==> config.mk <==
export PLATFORM = sky130hd
export DESIGN_NAME = pass_dependency_grouper_top
export DESIGN_NICKNAME = d
export VERILOG_FILES = /design/src/rtl/pdg_pkg.sv /design/src/rtl/pdg_dep_table.sv /design/src/rtl/pdg_pass_buf.sv /design/src/rtl/pass_dependency_grouper_top.sv
export SDC_FILE = /design/constraint.sdc
export NUM_CORES = 2
export LEC_CHECK = 0
export BUFFER_PORTS_ARGS = -buffer_cell sky130_fd_sc_hd__buf_2
export CORE_MARGIN = 2
export CORE_UTILIZATION = 54
export DETAILED_ROUTE_END_ITERATION = 10
export PLACE_DENSITY_LB_ADDON = 0.2
export SLEW_MARGIN = 20
export SYNTH_ARGS = -nofsm -noshare
export SYNTH_HDL_FRONTEND = slang
export SYNTH_MEMORY_MAX_BITS = 65536
export SYNTH_SLANG_ARGS = --single-unit
==> constraint.sdc <==
create_clock -name aclk -period 17.9 [get_ports aclk]
set_input_delay 1.79 -clock aclk [delete_from_list [all_inputs] [get_ports aclk]]
set_output_delay 1.79 -clock aclk [all_outputs]
set_load 0.05 [all_outputs]
==> src/rtl/pdg_pkg.sv <==
// Shared types and constants of the pass dependency grouper.
package pdg_pkg;

    // Default sizes of the block
    localparam int DEF_RESOURCES         = 256;
    localparam int DEF_MAX_PASS_ACCESSES = 32;
    localparam int DEF_MAX_GROUPS        = 256;

    // Fixed widths of the transaction fields
    localparam int RESOURCE_W    = 8;
    localparam int GROUP_OUT_W   = 8;
    localparam int COUNT_OUT_W   = 9;

    // Sequencer states
    typedef enum logic [2:0] {
        ST_CLEAR,
        ST_IDLE,
        ST_LOOK,
        ST_WB_RD,
        ST_WB_WR,
        ST_EMIT
    } state_t;

    // Control of the dependency tables
    typedef struct packed {
        logic lookup;
        logic rd_we;
        logic wr_we;
    } tbl_cmd_t;

endpackage

==> src/rtl/pdg_dep_table.sv <==
// Per-resource last read group and last write group memories.
module pdg_dep_table #(
    parameter int RESOURCES = pdg_pkg::DEF_RESOURCES,
    parameter int TBL_W     = 9,
    parameter int RES_W     = 8
) (
    input  logic                 aclk,
    input  pdg_pkg::tbl_cmd_t    cmd,
    input  logic [RES_W-1:0]     rd_addr,
    input  logic [RES_W-1:0]     wr_addr,
    input  logic [TBL_W-1:0]     wr_data,
    output logic [TBL_W-1:0]     last_read,
    output logic [TBL_W-1:0]     last_write
);

    logic [TBL_W-1:0] read_mem  [RESOURCES];
    logic [TBL_W-1:0] write_mem [RESOURCES];
    logic [TBL_W-1:0] last_read_reg;
    logic [TBL_W-1:0] last_write_reg;

    // Update entries on the shared write port
    always_ff @(posedge aclk) begin
        if (cmd.rd_we) begin
            read_mem[wr_addr] <= wr_data;
        end
        if (cmd.wr_we) begin
            write_mem[wr_addr] <= wr_data;
        end
    end

    // Register both entries of one resource for a lookup
    always_ff @(posedge aclk) begin
        if (cmd.lookup) begin
            last_read_reg  <= read_mem[rd_addr];
            last_write_reg <= write_mem[rd_addr];
        end
    end

    assign last_read  = last_read_reg;
    assign last_write = last_write_reg;

endmodule

==> src/rtl/pdg_pass_buf.sv <==
// Buffer of the accesses of the pass in progress.
module pdg_pass_buf #(
    parameter int DEPTH = pdg_pkg::DEF_MAX_PASS_ACCESSES,
    parameter int ENT_W = 10,
    parameter int IDX_W = 5
) (
    input  logic             aclk,
    input  logic             we,
    input  logic [IDX_W-1:0] waddr,
    input  logic [ENT_W-1:0] wdata,
    input  logic             re,
    input  logic [IDX_W-1:0] raddr,
    output logic [ENT_W-1:0] rdata
);

    logic [ENT_W-1:0] buf_mem [DEPTH];
    logic [ENT_W-1:0] rdata_reg;

    // Store one access
    always_ff @(posedge aclk) begin
        if (we) begin
            buf_mem[waddr] <= wdata;
        end
    end

    // Read one access for write-back
    always_ff @(posedge aclk) begin
        if (re) begin
            rdata_reg <= buf_mem[raddr];
        end
    end

    assign rdata = rdata_reg;

endmodule

==> src/rtl/pass_dependency_grouper_top.sv <==
// Top level of the pass dependency grouper: sequencer, lookup unit and output register.
// Each access transaction with s_access_present and a resource below RESOURCES is
// accepted while both dependency tables are read at that resource; its group is then
// folded into the pass. A transaction with pass_end then writes the pass group back
// for each buffered access, reading it from the pass buffer and then writing through
// the single table write port, and finally loads the result register once the
// previous result has been taken. Reset and every new-frame transaction start a
// clearing sweep over all RESOURCES entries (256 by default) of both tables, during which
// no transaction is accepted; the configuration register can be written at any time.
module pass_dependency_grouper_top #(
    parameter int RESOURCES         = pdg_pkg::DEF_RESOURCES,
    parameter int MAX_PASS_ACCESSES = pdg_pkg::DEF_MAX_PASS_ACCESSES,
    parameter int MAX_GROUPS        = pdg_pkg::DEF_MAX_GROUPS
) (
    input  logic                              aclk,
    input  logic                              aresetn,
    // Configuration
    input  logic                              cfg_wr_en,
    input  logic                              cfg_wr_data,
    // Access channel
    input  logic                              s_valid,
    output logic                              s_ready,
    input  logic                              s_mode,
    input  logic [pdg_pkg::RESOURCE_W-1:0]    s_resource,
    input  logic                              s_access_present,
    input  logic                              s_first_access,
    input  logic                              s_reads,
    input  logic                              s_writes,
    input  logic                              s_layout_changes,
    input  logic                              s_pass_end,
    // Result channel
    output logic                              m_valid,
    input  logic                              m_ready,
    output logic [pdg_pkg::GROUP_OUT_W-1:0]   m_group,
    output logic [pdg_pkg::COUNT_OUT_W-1:0]   m_group_count,
    output logic                              m_bad_access,
    output logic                              m_overflow
);

    localparam int RES_W = $clog2(RESOURCES);
    localparam int GRP_W = $clog2(MAX_GROUPS);
    localparam int TBL_W = GRP_W + 1;
    localparam int CNT_W = $clog2(MAX_PASS_ACCESSES + 1);
    localparam int IDX_W = (MAX_PASS_ACCESSES > 1) ? $clog2(MAX_PASS_ACCESSES) : 1;
    localparam int ENT_W = RES_W + 2;

    localparam logic [TBL_W-1:0] GRP_NONE = '1;
    localparam logic [TBL_W-1:0] GRP_TOP  = TBL_W'(MAX_GROUPS - 1);
    localparam logic [CNT_W-1:0] CNT_FULL = CNT_W'(MAX_PASS_ACCESSES);
    localparam logic [RES_W-1:0] CLR_LAST = RES_W'(RESOURCES - 1);

    pdg_pkg::state_t state_reg, state_next;

    logic             serialize_reg;
    logic [RES_W-1:0] clr_addr_reg, clr_addr_next;
    logic [RES_W-1:0] addr_reg, addr_next;
    logic             first_reg, first_next;
    logic             rd_reg, rd_next;
    logic             wr_reg, wr_next;
    logic             lay_reg, lay_next;
    logic             end_reg, end_next;
    logic [GRP_W-1:0] earliest_reg, earliest_next;
    logic [GRP_W-1:0] highest_reg, highest_next;
    logic             bad_reg, bad_next;
    logic             ovf_reg, ovf_next;
    logic [CNT_W-1:0] count_reg, count_next;
    logic [CNT_W-1:0] wb_idx_reg, wb_idx_next;

    logic                            m_valid_reg, m_valid_next;
    logic [pdg_pkg::GROUP_OUT_W-1:0] m_group_reg, m_group_next;
    logic [pdg_pkg::COUNT_OUT_W-1:0] m_count_reg, m_count_next;
    logic                            m_bad_reg, m_bad_next;
    logic                            m_ovf_reg, m_ovf_next;

    logic [31:0]      res_ext;
    logic             in_range;
    logic [RES_W-1:0] s_addr;
    logic             in_fire;
    logic             out_free;
    logic             emit;
    logic             buf_full;
    logic             wb_done;

    pdg_pkg::tbl_cmd_t tbl_cmd;
    logic [RES_W-1:0]  tbl_waddr;
    logic [TBL_W-1:0]  tbl_wdata;
    logic [TBL_W-1:0]  tbl_last_read;
    logic [TBL_W-1:0]  tbl_last_write;

    logic             buf_we;
    logic             buf_re;
    logic [ENT_W-1:0] buf_wdata;
    logic [ENT_W-1:0] buf_rdata;
    logic [RES_W-1:0] ent_addr;
    logic             ent_rd;
    logic             ent_wr;

    logic [TBL_W-1:0] after_rd;
    logic [TBL_W-1:0] after_wr;
    logic [TBL_W-1:0] after_both;
    logic [TBL_W-1:0] need;
    logic             bad_now;
    logic             clamp;
    logic [GRP_W-1:0] acc_grp;
    logic [GRP_W-1:0] hi_new;
    logic [31:0]      grp_ext;
    logic [31:0]      cnt_ext;

    // Decode the incoming resource index
    assign res_ext  = 32'(s_resource);
    assign in_range = res_ext < 32'(RESOURCES);
    assign s_addr   = res_ext[RES_W-1:0];
    assign in_fire  = s_valid & s_ready;
    assign out_free = ~m_valid_reg | m_ready;
    assign buf_full = count_reg >= CNT_FULL;
    assign wb_done  = wb_idx_reg == count_reg;

    assign {ent_addr, ent_rd, ent_wr} = buf_rdata;
    assign buf_wdata = {addr_reg, rd_reg, wr_reg};

    // Group that one access asks for, from the looked-up table entries
    always_comb begin
        after_rd   = (tbl_last_read == GRP_NONE) ? '0 : tbl_last_read + TBL_W'(1);
        after_wr   = (tbl_last_write == GRP_NONE) ? '0 : tbl_last_write + TBL_W'(1);
        after_both = (after_rd > after_wr) ? after_rd : after_wr;
        bad_now    = 1'b0;
        if (first_reg) begin
            need = '0;
        end else if (wr_reg || serialize_reg) begin
            need = after_both;
        end else if (rd_reg) begin
            need = lay_reg ? after_both : after_wr;
        end else begin
            need    = '0;
            bad_now = 1'b1;
        end
        clamp   = need > GRP_TOP;
        acc_grp = clamp ? GRP_TOP[GRP_W-1:0] : need[GRP_W-1:0];
    end

    // Result fields of the finished pass
    assign hi_new  = (earliest_reg > highest_reg) ? earliest_reg : highest_reg;
    assign grp_ext = 32'(earliest_reg);
    assign cnt_ext = 32'(hi_new) + 32'd1;

    // Advance the sequencer
    always_comb begin
        state_next = state_reg;
        case (state_reg)
            pdg_pkg::ST_CLEAR: begin
                if (clr_addr_reg == CLR_LAST) begin
                    state_next = pdg_pkg::ST_IDLE;
                end
            end
            pdg_pkg::ST_IDLE: begin
                if (in_fire) begin
                    if (s_mode) begin
                        state_next = pdg_pkg::ST_CLEAR;
                    end else if (s_access_present && in_range) begin
                        state_next = pdg_pkg::ST_LOOK;
                    end else if (s_pass_end) begin
                        state_next = pdg_pkg::ST_WB_RD;
                    end
                end
            end
            pdg_pkg::ST_LOOK: begin
                state_next = end_reg ? pdg_pkg::ST_WB_RD : pdg_pkg::ST_IDLE;
            end
            pdg_pkg::ST_WB_RD: begin
                state_next = wb_done ? pdg_pkg::ST_EMIT : pdg_pkg::ST_WB_WR;
            end
            pdg_pkg::ST_WB_WR: begin
                state_next = pdg_pkg::ST_WB_RD;
            end
            pdg_pkg::ST_EMIT: begin
                if (out_free) begin
                    state_next = pdg_pkg::ST_IDLE;
                end
            end
            default: begin
                state_next = pdg_pkg::ST_CLEAR;
            end
        endcase
    end

    // Drive the memories and the handshake from the state
    always_comb begin
        s_ready        = 1'b0;
        tbl_cmd.lookup = 1'b0;
        tbl_cmd.rd_we  = 1'b0;
        tbl_cmd.wr_we  = 1'b0;
        tbl_waddr      = ent_addr;
        tbl_wdata      = {1'b0, earliest_reg};
        buf_we         = 1'b0;
        buf_re         = 1'b0;
        emit           = 1'b0;
        case (state_reg)
            pdg_pkg::ST_CLEAR: begin
                tbl_cmd.rd_we = 1'b1;
                tbl_cmd.wr_we = 1'b1;
                tbl_waddr     = clr_addr_reg;
                tbl_wdata     = GRP_NONE;
            end
            pdg_pkg::ST_IDLE: begin
                s_ready        = 1'b1;
                tbl_cmd.lookup = s_valid;
            end
            pdg_pkg::ST_LOOK: begin
                buf_we = ~buf_full;
            end
            pdg_pkg::ST_WB_RD: begin
                buf_re = ~wb_done;
            end
            pdg_pkg::ST_WB_WR: begin
                tbl_cmd.rd_we = ent_rd;
                tbl_cmd.wr_we = ent_wr;
            end
            pdg_pkg::ST_EMIT: begin
                emit = out_free;
            end
            default: begin
                s_ready = 1'b0;
            end
        endcase
    end

    // Compute the next datapath values
    always_comb begin
        clr_addr_next = clr_addr_reg;
        addr_next     = addr_reg;
        first_next    = first_reg;
        rd_next       = rd_reg;
        wr_next       = wr_reg;
        lay_next      = lay_reg;
        end_next      = end_reg;
        earliest_next = earliest_reg;
        highest_next  = highest_reg;
        bad_next      = bad_reg;
        ovf_next      = ovf_reg;
        count_next    = count_reg;
        wb_idx_next   = wb_idx_reg;
        m_group_next  = m_group_reg;
        m_count_next  = m_count_reg;
        m_bad_next    = m_bad_reg;
        m_ovf_next    = m_ovf_reg;
        m_valid_next  = m_valid_reg & ~m_ready;

        // Sweep the tables
        if (state_reg == pdg_pkg::ST_CLEAR) begin
            clr_addr_next = (clr_addr_reg == CLR_LAST) ? '0 : clr_addr_reg + RES_W'(1);
        end

        // Capture the accepted transaction; drop the frame on a new-frame one
        if (in_fire) begin
            addr_next   = s_addr;
            first_next  = s_first_access;
            rd_next     = s_reads;
            wr_next     = s_writes;
            lay_next    = s_layout_changes;
            end_next    = s_pass_end;
            wb_idx_next = '0;
            if (s_mode) begin
                clr_addr_next = '0;
                earliest_next = '0;
                highest_next  = '0;
                bad_next      = 1'b0;
                ovf_next      = 1'b0;
                count_next    = '0;
            end
        end

        // Fold one access into the pass
        if (state_reg == pdg_pkg::ST_LOOK) begin
            if (acc_grp > earliest_reg) begin
                earliest_next = acc_grp;
            end
            bad_next = bad_reg | bad_now;
            ovf_next = ovf_reg | clamp | buf_full;
            if (!buf_full) begin
                count_next = count_reg + CNT_W'(1);
            end
        end

        // Step through the buffered accesses
        if (state_reg == pdg_pkg::ST_WB_WR) begin
            wb_idx_next = wb_idx_reg + CNT_W'(1);
        end

        // Hand the result over and start a new pass
        if (emit) begin
            m_valid_next  = 1'b1;
            m_group_next  = grp_ext[pdg_pkg::GROUP_OUT_W-1:0];
            m_count_next  = cnt_ext[pdg_pkg::COUNT_OUT_W-1:0];
            m_bad_next    = bad_reg;
            m_ovf_next    = ovf_reg;
            highest_next  = hi_new;
            earliest_next = '0;
            bad_next      = 1'b0;
            ovf_next      = 1'b0;
            count_next    = '0;
        end
    end

    // Control registers
    always_ff @(posedge aclk) begin
        if (!aresetn) begin
            state_reg     <= pdg_pkg::ST_CLEAR;
            serialize_reg <= 1'b0;
            clr_addr_reg  <= '0;
            earliest_reg  <= '0;
            highest_reg   <= '0;
            bad_reg       <= 1'b0;
            ovf_reg       <= 1'b0;
            count_reg     <= '0;
            wb_idx_reg    <= '0;
            m_valid_reg   <= 1'b0;
        end else begin
            state_reg     <= state_next;
            serialize_reg <= cfg_wr_en ? cfg_wr_data : serialize_reg;
            clr_addr_reg  <= clr_addr_next;
            earliest_reg  <= earliest_next;
            highest_reg   <= highest_next;
            bad_reg       <= bad_next;
            ovf_reg       <= ovf_next;
            count_reg     <= count_next;
            wb_idx_reg    <= wb_idx_next;
            m_valid_reg   <= m_valid_next;
        end
    end

    // Payload registers
    always_ff @(posedge aclk) begin
        addr_reg    <= addr_next;
        first_reg   <= first_next;
        rd_reg      <= rd_next;
        wr_reg      <= wr_next;
        lay_reg     <= lay_next;
        end_reg     <= end_next;
        m_group_reg <= m_group_next;
        m_count_reg <= m_count_next;
        m_bad_reg   <= m_bad_next;
        m_ovf_reg   <= m_ovf_next;
    end

    pdg_dep_table #(
        .RESOURCES (RESOURCES),
        .TBL_W     (TBL_W),
        .RES_W     (RES_W)
    ) u_dep_table (
        .aclk       (aclk),
        .cmd        (tbl_cmd),
        .rd_addr    (s_addr),
        .wr_addr    (tbl_waddr),
        .wr_data    (tbl_wdata),
        .last_read  (tbl_last_read),
        .last_write (tbl_last_write)
    );

    pdg_pass_buf #(
        .DEPTH (MAX_PASS_ACCESSES),
        .ENT_W (ENT_W),
        .IDX_W (IDX_W)
    ) u_pass_buf (
        .aclk  (aclk),
        .we    (buf_we),
        .waddr (count_reg[IDX_W-1:0]),
        .wdata (buf_wdata),
        .re    (buf_re),
        .raddr (wb_idx_reg[IDX_W-1:0]),
        .rdata (buf_rdata)
    );

    assign m_valid       = m_valid_reg;
    assign m_group       = m_group_reg;
    assign m_group_count = m_count_reg;
    assign m_bad_access  = m_bad_reg;
    assign m_overflow    = m_ovf_reg;

`ifndef SYNTHESIS
    // Buffer fill never passes its depth
    assert property (@(posedge aclk) disable iff (!aresetn)
        count_reg <= CNT_FULL)
        else $error("pass buffer count beyond depth");

    // Write-back only touches buffered entries
    assert property (@(posedge aclk) disable iff (!aresetn)
        state_reg == pdg_pkg::ST_WB_WR |-> wb_idx_reg < count_reg)
        else $error("write-back index beyond buffered count");

    // A new result comes only from the emit step
    assert property (@(posedge aclk) disable iff (!aresetn)
        $rose(m_valid_reg) |-> $past(state_reg) == pdg_pkg::ST_EMIT)
        else $error("result raised outside emit");

    // Emitting a pass leaves an empty pass behind
    assert property (@(posedge aclk) disable iff (!aresetn)
        emit |=> count_reg == '0 && earliest_reg == '0 && !bad_reg && !ovf_reg)
        else $error("pass state not cleared after emit");
`endif

endmodule

==> summary.md <==
| Metric | Value |
|---|---|
| Placed Area | `0.200 sq mm` |
| Setup TNS | `0 ps` |
| Post-synth design cell area | `0.195 sq mm` |
| Critical path capture point type | `flip-flop` |
| Max capacitance violation total | `0` |
| Final Max Slew Viols | `0` |
| CP Class | `input port to flip-flop` |
| Core area | `0.359 sq mm` |
| Most used cell, CP | `buf_4` |
| Worst VDD drop | `0.0951 mV` |
| Switching power | `4850 uW` |
| Max Fclk | `144 MHz` |
| CTS Buf Count | `520` |
| Post-route ant nets | `0` |
| Worst-path clk slew | `60 ps` |
| Total track usage | `26.5%` |
| Cells on worst reg2reg path | `19` |
| Final Hold Vio Count | `0` |
| Tcrit/Tclk final | `38.9%` |
| Startpoint class of the critical path | `input port` |
| # rows | `220` |
| Drt wl/cell | `33.4 um` |
| Pin count of the biggest net entering global routing | `208` |
| CTS tree | `yes` |
| Drt pass-1 iters | `6` |
| Min cycle time layout | `6960 ps` |
| DR vias | `95900` |
| Clock share of power | `43.0%` |
| Slew headroom | `9.98%` |
| CP Depth | `12` |
| CP Data Arrival Time | `7720 ps` |
| Detailed Place HPWL | `282000 um` |
| Critical Path RT | `18660 ps` |
| Top post-synthesis cells by count | `edfxtp_1, mux4_2, nor2_1` |
| R2R Setup Slk | `12030 ps` |
| Worst path cell trace | `buf_12, buf_4, buf_4, buf_4, buf_4, mux2i_1, o22ai_1, nor4_1, buf_4, a2111oi_2, nand3_1, nor3_1` |
| Util after Layout | `60.1%` |
| Ports | `42` |
| Flop pwr share | `53.6%` |
| Top Registers | `u_dep_table.read_mem (2304), u_dep_table.write_mem (2304), u_pass_buf.buf_mem (320)` |
| Unrepaired setup endpoints after global routing | `false` |
| Hold Crit Class | `flip-flop to flip-flop` |
| Top-count cell post-synth | `edfxtp_1` |
| Clock Path Buffers | `4` |
| Setup ws final | `10940 ps` |
| CTS Hold Buffers Added | `0` |
| Internal Power | `19000 uW` |
| Post-route DRC | `0` |
| Hold slack | `491 ps` |
| Status | `completed` |
| CP bufs+invs | `6` |
| Clock latency at the later pin of the worst-skew pair | `1040 ps` |
| Final #Nets | `9477` |
| Clock Sinks | `5031` |
| DRT Wirelength | `486000 um` |
| Share of layout cells above drive strength 1 | `21.3%` |
| Die W | `604 um` |
| Die area | `0.365 sq mm` |
| P&R area growth vs syn | `10.8%` |
| Avg Vias per Cell | `6.58` |
| Synth area leader | `edfxtp_1` |
| Worst r2r dst | `earliest_reg[7]$_SDFF_PP0_` |
| Post-Syn Instances | `9214` |
| Seq/Total Area, Yosys | `77.4%` |
| H-tree depth reported by CTS | `6` |
| Worst Max-Slew Pin Slew | `1340 ps` |
| CP max stage cell | `nor4_1` |
| Synth top area share | `77.0%` |
| Clock root buffer | `clkbuf_16` |
| Synth area leaders | `edfxtp_1, mux4_2, mux2i_1` |
| Syn Area/Cell | `21.1 sq um` |
| Synth Net Count | `9271` |
| Ys Warns | `0` |
| Gate power share | `3.4%` |
| Number of enable flip-flop cells after synthesis | `4988` |
| Die H | `604 um` |
| Net Sw Frac | `20.4%` |
| CTS resizes | `0` |
| Worst setup path endpoint | `u_dep_table.last_read[1]$_DFFE_PP_` |
| PortBufs | `41` |
| Synth Flop Type | `edfxtp_1` |
| Synth Register Bits | `5031` |
| Crit-path max FO | `82` |
| Crit-path leading delay family | `buffers and inverters` |
| P per Cell Area | `110 mW/mm^2` |
| Vias in the first global route | `96100` |
| Initial Util | `54.2%` |
| Dpl ws | `9970 ps` |
| Fillers | `24900` |
| Setup Fix Bufs, Post-CTS | `0` |
| DRT iter0 DRCs | `12100` |
| Distinct cells, synth | `76` |
| Worst Skew | `46.0 ps` |
| First-pass GRT wire length | `697000 um` |
| Post-synth ARST share | `0%` |
| Critical path launch point | `s_resource[0]` |
| Initial antenna violation count | `12` |
| GP Congestion | `0.848` |
| Grt ovf | `0` |
| Worst R2R Start | `u_dep_table.last_read[0]$_DFFE_PP_` |
| Leakage | `0.0657 uW` |
| Critical Path Max Stage Delay | `1080 ps` |
| Setup violations, final | `0` |
| Post-route design area | `0.216 sq mm` |
## routing by layer
metal  share of wire [%]  vias up  wire [um]  global-route usage, %
met3                 9.8      855      47600                   5.93
met2                  48     4855     232000                   41.7
met4                 3.4        6      16300                   8.17
met1                  39    51100     190000                   37.5
li1                    -    39100          -                      -
met5              0.0084        -         41                      0
## through the flow
stage / total power, uW / std cells
after floorplan: 13500 / 9214
after global placement: 13800 / 13700
after detailed placement: 13800 / 13700
after CTS: 23900 / 14600
after global routing: 24400 / 14600
final: 23800 / 14600
## layout by cell type, fill, tap and decap left out, types with 21 or more instances in the layout
| master | count |
|---|---|
| o22ai_1 | 250 |
| inv_6 | 21 |
| dfxtp_1 | 41 |
| edfxtp_1 | 4988 |
| a211oi_1 | 61 |
| nor3_1 | 61 |
| ha_1 | 36 |
| nand2_1 | 100 |
| a22o_1 | 181 |
| nor2_1 | 592 |
| buf_2 | 39 |
| clkbuf_1 | 102 |
| nor4_1 | 62 |
| nand2_4 | 24 |
| clkinv_2 | 63 |
| o211ai_1 | 22 |
| a21oi_1 | 114 |
| bufinv_16 | 30 |
| mux4_2 | 1043 |
| a22oi_1 | 117 |
| buf_4 | 180 |
| a221oi_1 | 101 |
| mux2i_1 | 454 |
| clkinv_1 | 134 |
| clkbuf_16 | 537 |
| nand3_1 | 40 |
| inv_1 | 31 |
| o21ai_0 | 27 |
| nand4_1 | 24 |
## worst reg2reg max path, cell delays in order (launching register included)
cell and delay (ps):
edfxtp_1 480, ha_1 290, nand2_1 120, nor3_1 70, ha_1 260, a21oi_1 840
ha_1 390, a21o_1 170, a21oi_1 160, nor2b_1 100, o31ai_2 660, mux2i_1 470
and2_1 190, ha_1 230, nor2b_1 130, o21a_1 160, o21a_1 150, o21ai_0 330
and3b_1 420, a22o_1 200
## cell families (layout without fill, tap and decap cells)
family	count (synthesis)	count (layout)	share of synthesized area [%]
xor gates and xnor gates	26	26	0.117
DFF	5031	5031	77.4
and+or+nand+nor	1051	1051	2.41
adders and majority gates	36	36	0.231
AOI/OAI and AO/OA	953	953	3.55
muxes	1516	1516	14.5
other	0	5	0
buffers and inverters	601	1183	1.75
## power groups by stage
stage,Sequential [uW],Clock (uW),Combinational (uW)
detailed placement,13000,0,805
global route,12800,10800,840
finish,12800,10200,810
CTS,12800,10300,807
global placement,13000,0,799
floorplan,13000,0,534
## area by class of cell
class                           instances  area [sq um]  share of cell area, %
Timing Repair Buffer                  249          2070                  0.960
Sequential cell                      5031        151000                   69.8
Antenna cell                            5          12.5                0.00580
Clock inverter                        259          2050                  0.948
Multi-Input combinational cell       3582         41000                   19.0
Clock buffer                          639         13800                   6.41
Tap cell                             4773          5970                   2.77
Inverter                               36           143                 0.0661
## worst min path at each step
stage / startpoint / to / slack (ps) / depth (start not counted)
6_report: bad_reg$_SDFFE_PP0P_ / m_bad_access$_DFFE_PP_ / 490 / 0
3_5_place_dp: bad_reg$_SDFFE_PP0P_ / m_bad_access$_DFFE_PP_ / 480 / 0
3_3_place_gp: highest_reg[1]$_SDFFE_PN0P_ / highest_reg[1]$_SDFFE_PN0P_ / 470 / 2
2_1_floorplan: bad_reg$_SDFFE_PP0P_ / m_bad_access$_DFFE_PP_ / 410 / 0
5_1_grt: bad_reg$_SDFFE_PP0P_ / m_bad_access$_DFFE_PP_ / 500 / 0
4_1_cts: bad_reg$_SDFFE_PP0P_ / m_bad_access$_DFFE_PP_ / 490 / 0
Power figures use the tool's default switching activity.
